### src/rtl/core/slre_pkg.sv
// Package for the segment LCD render engine: constants, codes, microcode and char table.
package slre_pkg;

    localparam int DIGIT_COUNT = 4;

    localparam logic [7:0] CURSOR_ROW0 = 8'h80;
    localparam logic [7:0] CURSOR_ROW1 = 8'hC0;
    localparam logic [7:0] BLANK_GLYPH = 8'h20;
    localparam logic [7:0] ALL_ON      = 8'hFF;

    // glyph codes of the custom characters
    localparam logic [7:0] GLY_TOP      = 8'd0;
    localparam logic [7:0] GLY_RIGHT    = 8'd1;
    localparam logic [7:0] GLY_BOTTOM   = 8'd2;
    localparam logic [7:0] GLY_LEFT     = 8'd3;
    localparam logic [7:0] GLY_MID      = 8'd4;
    localparam logic [7:0] GLY_MID_BOT  = 8'd5;
    localparam logic [7:0] GLY_POINT    = 8'd6;
    localparam logic [7:0] GLY_RIGHT_PT = 8'd7;

    typedef enum logic [2:0] {
        MODE_SHOW       = 3'd0,
        MODE_SET_SEG    = 3'd1,
        MODE_CLR_RENDER = 3'd2,
        MODE_RENDER     = 3'd3,
        MODE_ON_RENDER  = 3'd4
    } t_mode;

    // byte source selected by a microcode word
    typedef enum logic [2:0] {
        SRC_CUR_TOP = 3'd0,
        SRC_F       = 3'd1,
        SRC_A       = 3'd2,
        SRC_B       = 3'd3,
        SRC_CUR_BOT = 3'd4,
        SRC_E       = 3'd5,
        SRC_GD      = 3'd6,
        SRC_CP      = 3'd7
    } t_src;

    typedef struct packed {
        t_src       src;
        logic       rs;      // 1 data, 0 command
        logic       jump;    // end of digit: loop back or finish
        logic [2:0] target;  // jump target step
    } t_ucode;

    localparam logic [2:0] UC_LOOP      = 3'd0;

    // render program: one word per byte of a digit
    function automatic t_ucode uc_rom(input logic [2:0] step);
        t_ucode w;
        w = '{src: SRC_CUR_TOP, rs: 1'b0, jump: 1'b0, target: UC_LOOP};
        case (step)
            3'd0: w = '{src: SRC_CUR_TOP, rs: 1'b0, jump: 1'b0, target: UC_LOOP};
            3'd1: w = '{src: SRC_F,       rs: 1'b1, jump: 1'b0, target: UC_LOOP};
            3'd2: w = '{src: SRC_A,       rs: 1'b1, jump: 1'b0, target: UC_LOOP};
            3'd3: w = '{src: SRC_B,       rs: 1'b1, jump: 1'b0, target: UC_LOOP};
            3'd4: w = '{src: SRC_CUR_BOT, rs: 1'b0, jump: 1'b0, target: UC_LOOP};
            3'd5: w = '{src: SRC_E,       rs: 1'b1, jump: 1'b0, target: UC_LOOP};
            3'd6: w = '{src: SRC_GD,      rs: 1'b1, jump: 1'b0, target: UC_LOOP};
            3'd7: w = '{src: SRC_CP,      rs: 1'b1, jump: 1'b1, target: UC_LOOP};
            default: w = '{src: SRC_CUR_TOP, rs: 1'b0, jump: 1'b0, target: UC_LOOP};
        endcase
        return w;
    endfunction

    localparam logic [7:0] DIGIT_CODES [10] = '{
        8'h3F, 8'h06, 8'h5B, 8'h4F, 8'h66, 8'h6D, 8'h7D, 8'h07, 8'h7F, 8'h6F
    };

    // seven-segment pattern of an ASCII code; unknown codes are blank
    function automatic logic [7:0] char_pattern(input logic [7:0] ch);
        logic [7:0] c;
        logic [7:0] pat;
        c   = ch;
        pat = 8'h00;
        if (ch >= 8'h30 && ch <= 8'h39) begin
            pat = DIGIT_CODES[ch[3:0]];
        end else begin
            if (ch >= 8'h61 && ch <= 8'h7A) begin
                c = ch - 8'h20;
            end
            case (c)
                8'h4C:   pat = 8'h38;  // L
                8'h47:   pat = 8'h3D;  // G
                8'h2D:   pat = 8'h40;  // minus
                8'h45:   pat = 8'h79;  // E
                8'h46:   pat = 8'h71;  // F
                8'h55:   pat = 8'h3E;  // U
                default: pat = 8'h00;
            endcase
        end
        return pat;
    endfunction

endpackage

### src/rtl/core/segment_lcd_render_engine_core.sv
// Segment LCD render engine: digit mask store and microcoded render sequencer.
//
// Usage:
//   Command channel: an item (i_mode, i_digit, i_char_code, i_dot, i_segment_index,
//   i_segment_on) is taken at a rising edge with start high and busy low.
//   Show-character and set-segment update the digit mask at that edge and
//   produce no output; the next item can follow in the very next cycle.
//   The three render modes raise busy while a microcode program of
//   eight words (one per byte of a digit) is stepped twice per word (high,
//   then low nibble) for each of the four digits. Clear and all-on modes
//   rewrite the masks at the accepting edge, before the first byte.
//   Result channel: o_strobe marks each expander byte for one cycle; the
//   transfer completes at the edge ending that cycle. The accepting edge loads
//   the sequencer registers, then the output registers present the first byte;
//   the 64th carries o_last. The receiver cannot stall this channel.
//   Throughput: one byte per cycle from the single sequencer while a render
//   runs; mask updates are taken one per cycle while idle. Config: i_cfg_we writes
//   the backlight bit; the user writes it only while idle (block does not enforce).
//   Reset (i_rst_n low, synchronous): masks clear, backlight is on,
//   sequencer idles and no strobe is driven.
module segment_lcd_render_engine_core (
    input  logic       i_clk,
    input  logic       i_rst_n,
    input  logic       start,
    output logic       busy,
    input  logic [2:0] i_mode,
    input  logic [1:0] i_digit,
    input  logic [7:0] i_char_code,
    input  logic       i_dot,
    input  logic [2:0] i_segment_index,
    input  logic       i_segment_on,
    input  logic       i_cfg_we,
    input  logic       i_cfg_wdata,
    output logic       o_strobe,
    output logic [7:0] o_expander_byte,
    output logic       o_last
);
    import slre_pkg::*;

    localparam logic [1:0] LAST_DIGIT = 2'(DIGIT_COUNT - 1);

    logic [7:0] r_store [DIGIT_COUNT];
    logic       r_backlight;

    // sequencer state
    logic       r_run,   n_run;
    logic [2:0] r_step,  n_step;
    logic       r_half,  n_half;
    logic [1:0] r_digit, n_digit;

    // output registers
    logic       r_strobe;
    logic [7:0] r_byte;
    logic       r_last;

    logic       accept;
    logic       digit_ok;
    logic       do_render;
    t_ucode     uc;
    logic [7:0] s;
    logic [7:0] src_byte;
    logic [3:0] nib;
    logic       run_last;

    assign accept   = start && !busy;
    assign digit_ok = {1'b0, i_digit} < 3'(DIGIT_COUNT);
    assign busy     = r_run;

    always_comb begin
        case (t_mode'(i_mode))
            MODE_CLR_RENDER, MODE_RENDER, MODE_ON_RENDER: do_render = 1'b1;
            default:                                      do_render = 1'b0;
        endcase
    end

    // mask store
    always_ff @(posedge i_clk) begin
        if (!i_rst_n) begin
            for (int k = 0; k < DIGIT_COUNT; k++) begin
                r_store[k] <= 8'h00;
            end
        end else if (accept) begin
            case (t_mode'(i_mode))
                MODE_SHOW: begin
                    if (digit_ok) begin
                        r_store[i_digit] <= char_pattern(i_char_code) | {i_dot, 7'b0};
                    end
                end
                MODE_SET_SEG: begin
                    if (digit_ok) begin
                        r_store[i_digit][i_segment_index] <= i_segment_on;
                    end
                end
                MODE_CLR_RENDER: begin
                    for (int k = 0; k < DIGIT_COUNT; k++) begin
                        r_store[k] <= 8'h00;
                    end
                end
                MODE_ON_RENDER: begin
                    for (int k = 0; k < DIGIT_COUNT; k++) begin
                        r_store[k] <= ALL_ON;
                    end
                end
                default: ;
            endcase
        end
    end

    always_ff @(posedge i_clk) begin
        if (!i_rst_n) begin
            r_backlight <= 1'b1;
        end else if (i_cfg_we) begin
            r_backlight <= i_cfg_wdata;
        end
    end

    // datapath: the control word picks the byte for the current digit
    assign uc = uc_rom(r_step);
    assign s  = r_store[r_digit];

    always_comb begin
        case (uc.src)
            SRC_CUR_TOP: src_byte = CURSOR_ROW0 | {4'b0000, r_digit, 2'b00};
            SRC_F:       src_byte = s[5] ? GLY_LEFT  : BLANK_GLYPH;
            SRC_A:       src_byte = s[0] ? GLY_TOP   : BLANK_GLYPH;
            SRC_B:       src_byte = s[1] ? GLY_RIGHT : BLANK_GLYPH;
            SRC_CUR_BOT: src_byte = CURSOR_ROW1 | {4'b0000, r_digit, 2'b00};
            SRC_E:       src_byte = s[4] ? GLY_LEFT  : BLANK_GLYPH;
            SRC_GD:      src_byte = (s[6] && s[3]) ? GLY_MID_BOT :
                                    s[6] ? GLY_MID : s[3] ? GLY_BOTTOM : BLANK_GLYPH;
            SRC_CP:      src_byte = (s[2] && s[7]) ? GLY_RIGHT_PT :
                                    s[7] ? GLY_POINT : s[2] ? GLY_RIGHT : BLANK_GLYPH;
            default:     src_byte = BLANK_GLYPH;
        endcase
    end

    assign nib      = r_half ? src_byte[3:0] : src_byte[7:4];
    assign run_last = uc.jump && r_half && (r_digit == LAST_DIGIT);

    // step counter, nibble phase, digit counter; jump at end of each digit
    always_comb begin
        n_run   = r_run;
        n_step  = r_step;
        n_half  = r_half;
        n_digit = r_digit;
        if (r_run) begin
            n_half = !r_half;
            if (r_half) begin
                if (uc.jump) begin
                    n_step = uc.target;
                    if (r_digit == LAST_DIGIT) begin
                        n_run   = 1'b0;
                        n_digit = 2'd0;
                    end else begin
                        n_digit = r_digit + 2'd1;
                    end
                end else begin
                    n_step = r_step + 3'd1;
                end
            end
        end else if (accept && do_render) begin
            n_run   = 1'b1;
            n_step  = UC_LOOP;
            n_half  = 1'b0;
            n_digit = 2'd0;
        end
    end

    always_ff @(posedge i_clk) begin
        if (!i_rst_n) begin
            r_run    <= 1'b0;
            r_step   <= UC_LOOP;
            r_half   <= 1'b0;
            r_digit  <= 2'd0;
            r_strobe <= 1'b0;
        end else begin
            r_run    <= n_run;
            r_step   <= n_step;
            r_half   <= n_half;
            r_digit  <= n_digit;
            r_strobe <= r_run;
        end
    end

    always_ff @(posedge i_clk) begin
        r_byte <= {nib, r_backlight, 2'b00, uc.rs};
        r_last <= r_run && run_last;
    end

    assign o_strobe        = r_strobe;
    assign o_expander_byte = r_byte;
    assign o_last          = r_last && r_strobe;

`ifndef SYNTHESIS
    a_strobe_follows_busy: assert property (@(posedge i_clk) disable iff (!i_rst_n)
        o_strobe |-> $past(busy))
        else $error("strobe without a running sequencer");

    a_last_gap: assert property (@(posedge i_clk) disable iff (!i_rst_n)
        o_last |=> !o_strobe)
        else $error("byte transfer right after the last byte");

    a_render_starts: assert property (@(posedge i_clk) disable iff (!i_rst_n)
        (accept && (i_mode == MODE_RENDER || i_mode == MODE_CLR_RENDER ||
                    i_mode == MODE_ON_RENDER)) |=> busy)
        else $error("render accepted but sequencer idle");

    // busy is unknown before the first reset edge, so skip the edge after it
    a_busy_ends_on_last: assert property (@(posedge i_clk) disable iff (!i_rst_n)
        ($fell(busy) && $past(i_rst_n)) |-> (r_last && r_strobe == $past(r_run)))
        else $error("sequencer stopped before the last byte");
`endif

endmodule

### config.mk
export PLATFORM = sky130hd
export DESIGN_NAME = segment_lcd_render_engine_core
export DESIGN_NICKNAME = d
export VERILOG_FILES = /design/src/rtl/core/slre_pkg.sv /design/src/rtl/core/segment_lcd_render_engine_core.sv
export SDC_FILE = /design/constraint.sdc
export NUM_CORES = 1
export LEC_CHECK = 0
export ABC_CLOCK_PERIOD_IN_PS = 5200
export BUFFER_PORTS_ARGS = -buffer_cell sky130_fd_sc_hd__buf_2
export CORE_UTILIZATION = 50
export DETAILED_ROUTE_END_ITERATION = 10
export PLACE_DENSITY = 0.78
export SYNTH_ARGS = -nofsm -noshare
export SYNTH_HDL_FRONTEND = slang
export SYNTH_SLANG_ARGS = --single-unit
export TNS_END_PERCENT = 20
### constraint.sdc
create_clock -name i_clk -period 5.2 [get_ports i_clk]
set_input_delay 0.26 -clock i_clk [delete_from_list [all_inputs] [get_ports i_clk]]
set_output_delay 0.26 -clock i_clk [all_outputs]
set_load 0.03 [all_outputs]
==> run metrics, run 1 <==
Synth Register Bits 55; Sw Ratio ~27%; status finished, final reports clean; Core Area 6794 µm²; register area between 1000 and 1500 µm²; switching power around 0.23 mW; WS Path Type reg -> reg; Die Area ~7300 µm²; VDD IR max approximately 0.16 mV; routed length on met1 3555 µm; Synth area leaders edfxtp_1 27%, dfxtp_1 13%, o21ai_0 7.4%; CP required roughly 5300 ps; die height between 80 and 90 µm; Initial DRC Count roughly 210; CTS Hold Bufs 0; Post-Route WL approximately 8000 µm; sequential fraction of the synthesis area 40.63%; Crit path arrival time approximately 2800 ps; mapped cell area roughly 3500 µm²; Worst Path Max Fanout 18; fmax 367.1 MHz; Ant. Diodes 0; GP Congestion between 0.8 and 0.9; Reg clk slew, reported paths approximately 90 ps; CTS Sinks 55; vias post-DR about 3000; overall routing resource usage between 20% and 30%; DRC Markers 0; PwrDens between 200 and 250 nW/µm²; num ports 34; Port Buf Inserts 31; number of global-route vias before repair approximately 2700; DP HPWL between 5000 and 6000 µm; routed wl met3 ~540 µm; EDFF count, synth 32; Rel. slew slack between 30% and 40%; asr flop ratio synth 0%; Internal slightly above 0.6 mW; CTS tree built; initial core utilization just over 50%; H-tree levels 2; Area growth syn-to-layout 6.402%; fin nets about 420; top layer in use met4; area of the multi-input gates 1897 µm²; Leak roughly 1.3 nW; final hold violations 0; final hold slack ~180 ps; maxcap violations 0; Fin Setup TNS 0 ps; Cells after Synth around 380; post-route ant nets 0; Sequential Power Share a little under three fifths; Yosys top cell by area edfxtp_1; final worst path period need between 2000 and 3000 ps; PostCTS Resize Cnt 0; Met2 Wirelength 3831 µm; Die Wd ~86 µm; RSZ-0062 raised after global routing no; Worst setup SP type flop; CTS Buf Count 5; combinational share of power between 10% and 20%; clock root buffer clkbuf_8; Synth top area share 27.47%; clk buf depth 2; Slew Viols, Final 0; fraction of layout cells with a size suffix above 1 roughly 16%; 1st-pass router iterations 7; # setup viols final 0; row cnt 30; first-pass GRT wire length 13080 µm; YS warnings 0; Final Skew ~11 ps; Clock power frac between 20 and 30%; initial antenna violation count 0; # fillers about 610; largest net degree at the start of global routing 25; main flop type after synthesis edfxtp_1; WL per Instance between 15 and 20 µm; Avg Synthesized Cell Area around 9.3 µm²; final period utilization 52.38%; Worst Tran Pin Value 1042 ps; Netlist cell types between 50 and 60; grt ovf 0; Avg Vias per Cell 6.180; Synth top cells by count 52 x o21ai_0, 32 x edfxtp_1, 28 x a21oi_1; Setup crit end kind flop; most numerous cell in the Yosys netlist o21ai_0; clock latency on the worst-skew pair 310 ps; Post-CTS Setup Inserts 0; Hold WC Path Type in -> reg
==> per-layer routing <==
| metal | global-route usage, % | vias to the layer above |
|---|---|---|
| met1 | 30.81 | 1414 |
| met5 | 0 | - |
| met4 | 8.333 | 0 |
| met3 | 3.561 | 14 |
| li1 | - | 1436 |
| met2 | 36.15 | 121 |
==> power groups by stage <==
stage          clock, mW  combinational (mW)  sequential, mW
6_report           0.240               0.120           0.486
4_1_cts            0.241               0.119           0.486
5_1_grt            0.257               0.132           0.488
3_5_place_dp           0               0.118           0.496
3_3_place_gp           0               0.116           0.495
2_1_floorplan          0              0.0863           0.495
==> sequential cells by signal, summed over array words and instances, names as in the netlist, named ones only <==
signal / cells
r_digit: 2
r_backlight: 1
r_step: 3
r_store: 32
o_strobe: 1
uc: 5
busy: 1
o_expander_byte: 6
r_last: 1
r_half: 1
==> cell usage in the layout, fill, tap and decap left out, types with 5 or more instances in the layout <==
cell and n:
edfxtp_1 32, o22ai_1 8, and2_1 6, dfxtp_1 23, a21boi_0 7, nand3_1 8, nand2b_1 5, buf_2 31
ha_1 9, nor2b_1 10, a31oi_1 10, o221ai_1 10, nand4_1 6, o21ai_0 52, inv_1 10, a211oi_1 6
a21oi_1 28, nor3_1 8, nor3b_1 7, nor2_1 23, nand2_1 23, clkbuf_8 5, mux4_2 8
==> final timing paths <==
path	startpoint	to	slack, ps	depth (start not counted)
worst max-delay path	busy$_SDFF_PN0_	r_store[0][4]$_DFFE_PP_	2480	6
worst min-delay path	i_cfg_wdata	r_backlight$_SDFFE_PN1P_	180	3
worst max register to register	busy$_SDFF_PN0_	r_store[0][4]$_DFFE_PP_	2480	6
worst min register to register	uc[4]$_DFF_P_	o_expander_byte[0]$_DFF_P_	340	0
==> kinds of logic after synthesis <==
logic type	synth area share, %
flip-flops	40.63
multiplexers	6.974
buffers and inverters	5.258
AO/OA/AOI/OAI	23.57
other	0.1072
XOR/XNOR	0.2504
adder cells (fa/ha/maj)	3.219
AND/OR/NAND/NOR	19.99
==> final cells by class <==
class	instances	area share, %
Inverter	10	1.008
Sequential cell	55	38.18
Clock inverter	3	0.6050
Multi-Input combinational cell	283	50.96
Clock buffer	5	1.849
Timing Repair Buffer	31	4.168
Tap cell	96	3.227
==> worst max-delay path, stage by stage (launching register included) <==
cell      delay [ps]
dfxtp_1          470
or3b_4           510
nor2_8           230
and2_1           410
or3_1            500
o21ai_0          150
o21bai_1         190
==> stage by stage <==
stage | setup WS (ps) | instances | cell area [µm²] | util [%] | total power, mW
finish | 2476 | 483 | 3722 | 54.79 | 0.8461
global route | 2340 | 483 | 3722 | 54.79 | 0.8766
detailed placement | 2523 | 475 | 3631 | 53.44 | 0.6144
global placement | 2586 | 475 | 3631 | 53.44 | 0.6106
CTS | 2528 | 483 | 3722 | 54.79 | 0.8459
floorplan | 2975 | 379 | 3502 | - | 0.5815
No activity file was read; power rests on OpenSTA's default activity.
==> inputs of run 2 (changes only) <==
--- a/config.mk
+++ b/config.mk
@@ -5,7 +5,7 @@
 export SDC_FILE = /design/constraint.sdc
 export NUM_CORES = 1
 export LEC_CHECK = 0
-export ABC_CLOCK_PERIOD_IN_PS = 5200
+export ABC_CLOCK_PERIOD_IN_PS = 2700
 export BUFFER_PORTS_ARGS = -buffer_cell sky130_fd_sc_hd__buf_2
 export CORE_UTILIZATION = 50
 export DETAILED_ROUTE_END_ITERATION = 10
==> constraint.sdc (replaced) <==
create_clock -name i_clk -period 2.7 [get_ports i_clk]
set_input_delay 0.135 -clock i_clk [delete_from_list [all_inputs] [get_ports i_clk]]
set_output_delay 0.135 -clock i_clk [all_outputs]
set_load 0.03 [all_outputs]
==> run metrics, run 2 (synthesis gave the netlist of run 1 again) <==
number of global-route vias before repair about 2700; CP required 2730 ps; Post-CTS Setup Inserts 0; Crit path buffers/inverters 1; RSZ-0062 raised after global routing no; CTS Sinks 55; fmax approximately 450 MHz; final hold violations 0; Post-Route WL just over 8000 µm; PostCTS Resize Cnt 0; fraction of layout cells with a size suffix above 1 approximately 17%; GP Congestion just under 1; Core Area 6794 µm²; status finished, final reports clean; Leak 1.321 nW; clock root buffer clkbuf_8; fin nets 423; # setup viols final 0; CP max stage cell or3b_4; CTS Hold Bufs 0; Rel. slew slack between 30% and 40%; most frequent cells in the layout 52 x o21ai_0, 32 x edfxtp_1, 31 x buf_2; Die Wd ~86 µm; CTS Buf Count 5; die height between 80 and 90 µm; CTS tree built; Port Buf Inserts 31; Final Cell Area around 3800 µm²; Area growth syn-to-layout 7.475%; DP HPWL slightly above 6000 µm; VDD IR max 0.2120 mV; 1st-pass router iterations 7; Final Skew 4.432 ps; Reg clk slew, reported paths about 100 ps; PwrDens between 400 and 500 nW/µm²; clk buf depth 2; Pwr Total 1.649 mW; Avg Vias per Cell between 6 and 7; first-pass GRT wire length 13290 µm; maxcap violations 0; CP delay by family, top simple AND/OR/NAND/NOR gates; row cnt 30; largest net degree at the start of global routing 25; post-route ant nets 0; num ports 34; initial antenna violation count 0; Crit path arrival time around 2300 ps; Setup crit end kind flop; Fin Setup TNS 0 ps; vias post-DR approximately 3000; Hold WC Path Type in -> reg; most common cell after layout, fill and taps aside o21ai_0; Ant. Diodes 0; final worst path period need between 2000 and 2500 ps; DRC Markers 0; Worst setup SP type flop; Worst Path Max Fanout 18; WL per Instance 16.70 µm; Initial DRC Count 281; clock latency on the worst-skew pair between 300 and 400 ps; placed instance area roughly 3700 µm²; # fillers 635; Worst path max stage delay 450 ps; most flop-heavy register r_store; H-tree levels 2; final period utilization 82.52%; initial core utilization 51.49%; critical-path cell list or3b_4, nor2_8, and2_1, or3_1, buf_4, o21ai_0; Slew Viols, Final 0; WS Path Type reg -> reg; grt ovf 0; Die Area 7335 µm²; overall routing resource usage 23.14%; Worst Tran Pin Value between 900 and 1000 ps; max reg flops 32
==> run 2: changes by cell type in the layout (fill, tap and decap cells not counted), sizes merged <==
cell  change
buf       +5
==> run 2: final timing paths <==
kind                        start                         end  slack [ps]  cells past startpoint
setup / recovery  busy$_SDFF_PN0_     r_store[0][7]$_DFFE_PP_         470                      6
hold / removal        i_cfg_wdata    r_backlight$_SDFFE_PN1P_          30                      3
setup reg to reg  busy$_SDFF_PN0_     r_store[0][7]$_DFFE_PP_         470                      6
hold reg to reg     uc[4]$_DFF_P_  o_expander_byte[0]$_DFF_P_         350                      0
==> run 2: per-layer routing <==
metal,wire length (µm),GRT usage [%],up-vias
li1,-,-,1457
met1,3577,31.66,1408
met2,3868,37.24,133
met3,546,3.465,12
met4,156,8.939,0
met5,0,0,-
==> run 2: worst min-delay path: stages <==
cell     delay (ps)
buf_2            70
mux2i_1          60
nand2_1          60
==> run 2: layout make-up <==
type	instances	area, µm²	share of cell area, %
clock inverters	3	22.52	0.5990
well taps	96	120.1	3.195
multi-input cells	283	1897	50.45
inverters	10	37.54	0.9983
flip-flops and latches	55	1421	37.80
repair buffers	36	192.7	5.125
clock buffers	5	68.82	1.830
==> run 2: report_power, final <==
part	internal (mW)	switching, mW	total (mW)
logic	0.0832	0.158	0.242
registers	0.919	0.0129	0.932
clock network	0.187	0.288	0.475
==> run 2: through the flow <==
| step | instances | utilization, % | hold WS, ps | setup WS (ps) |
|---|---|---|---|---|
| finish | 488 | 55.34 | 33.30 | 472.1 |
| global route | 488 | 55.34 | 57.68 | 376.8 |
| global placement | 480 | 54.00 | 310.4 | 368.0 |
| floorplan | 379 | - | 263.0 | 599.8 |
| detailed placement | 480 | 54.00 | 322.7 | 305.4 |
| CTS | 488 | 55.34 | 33.99 | 506.3 |
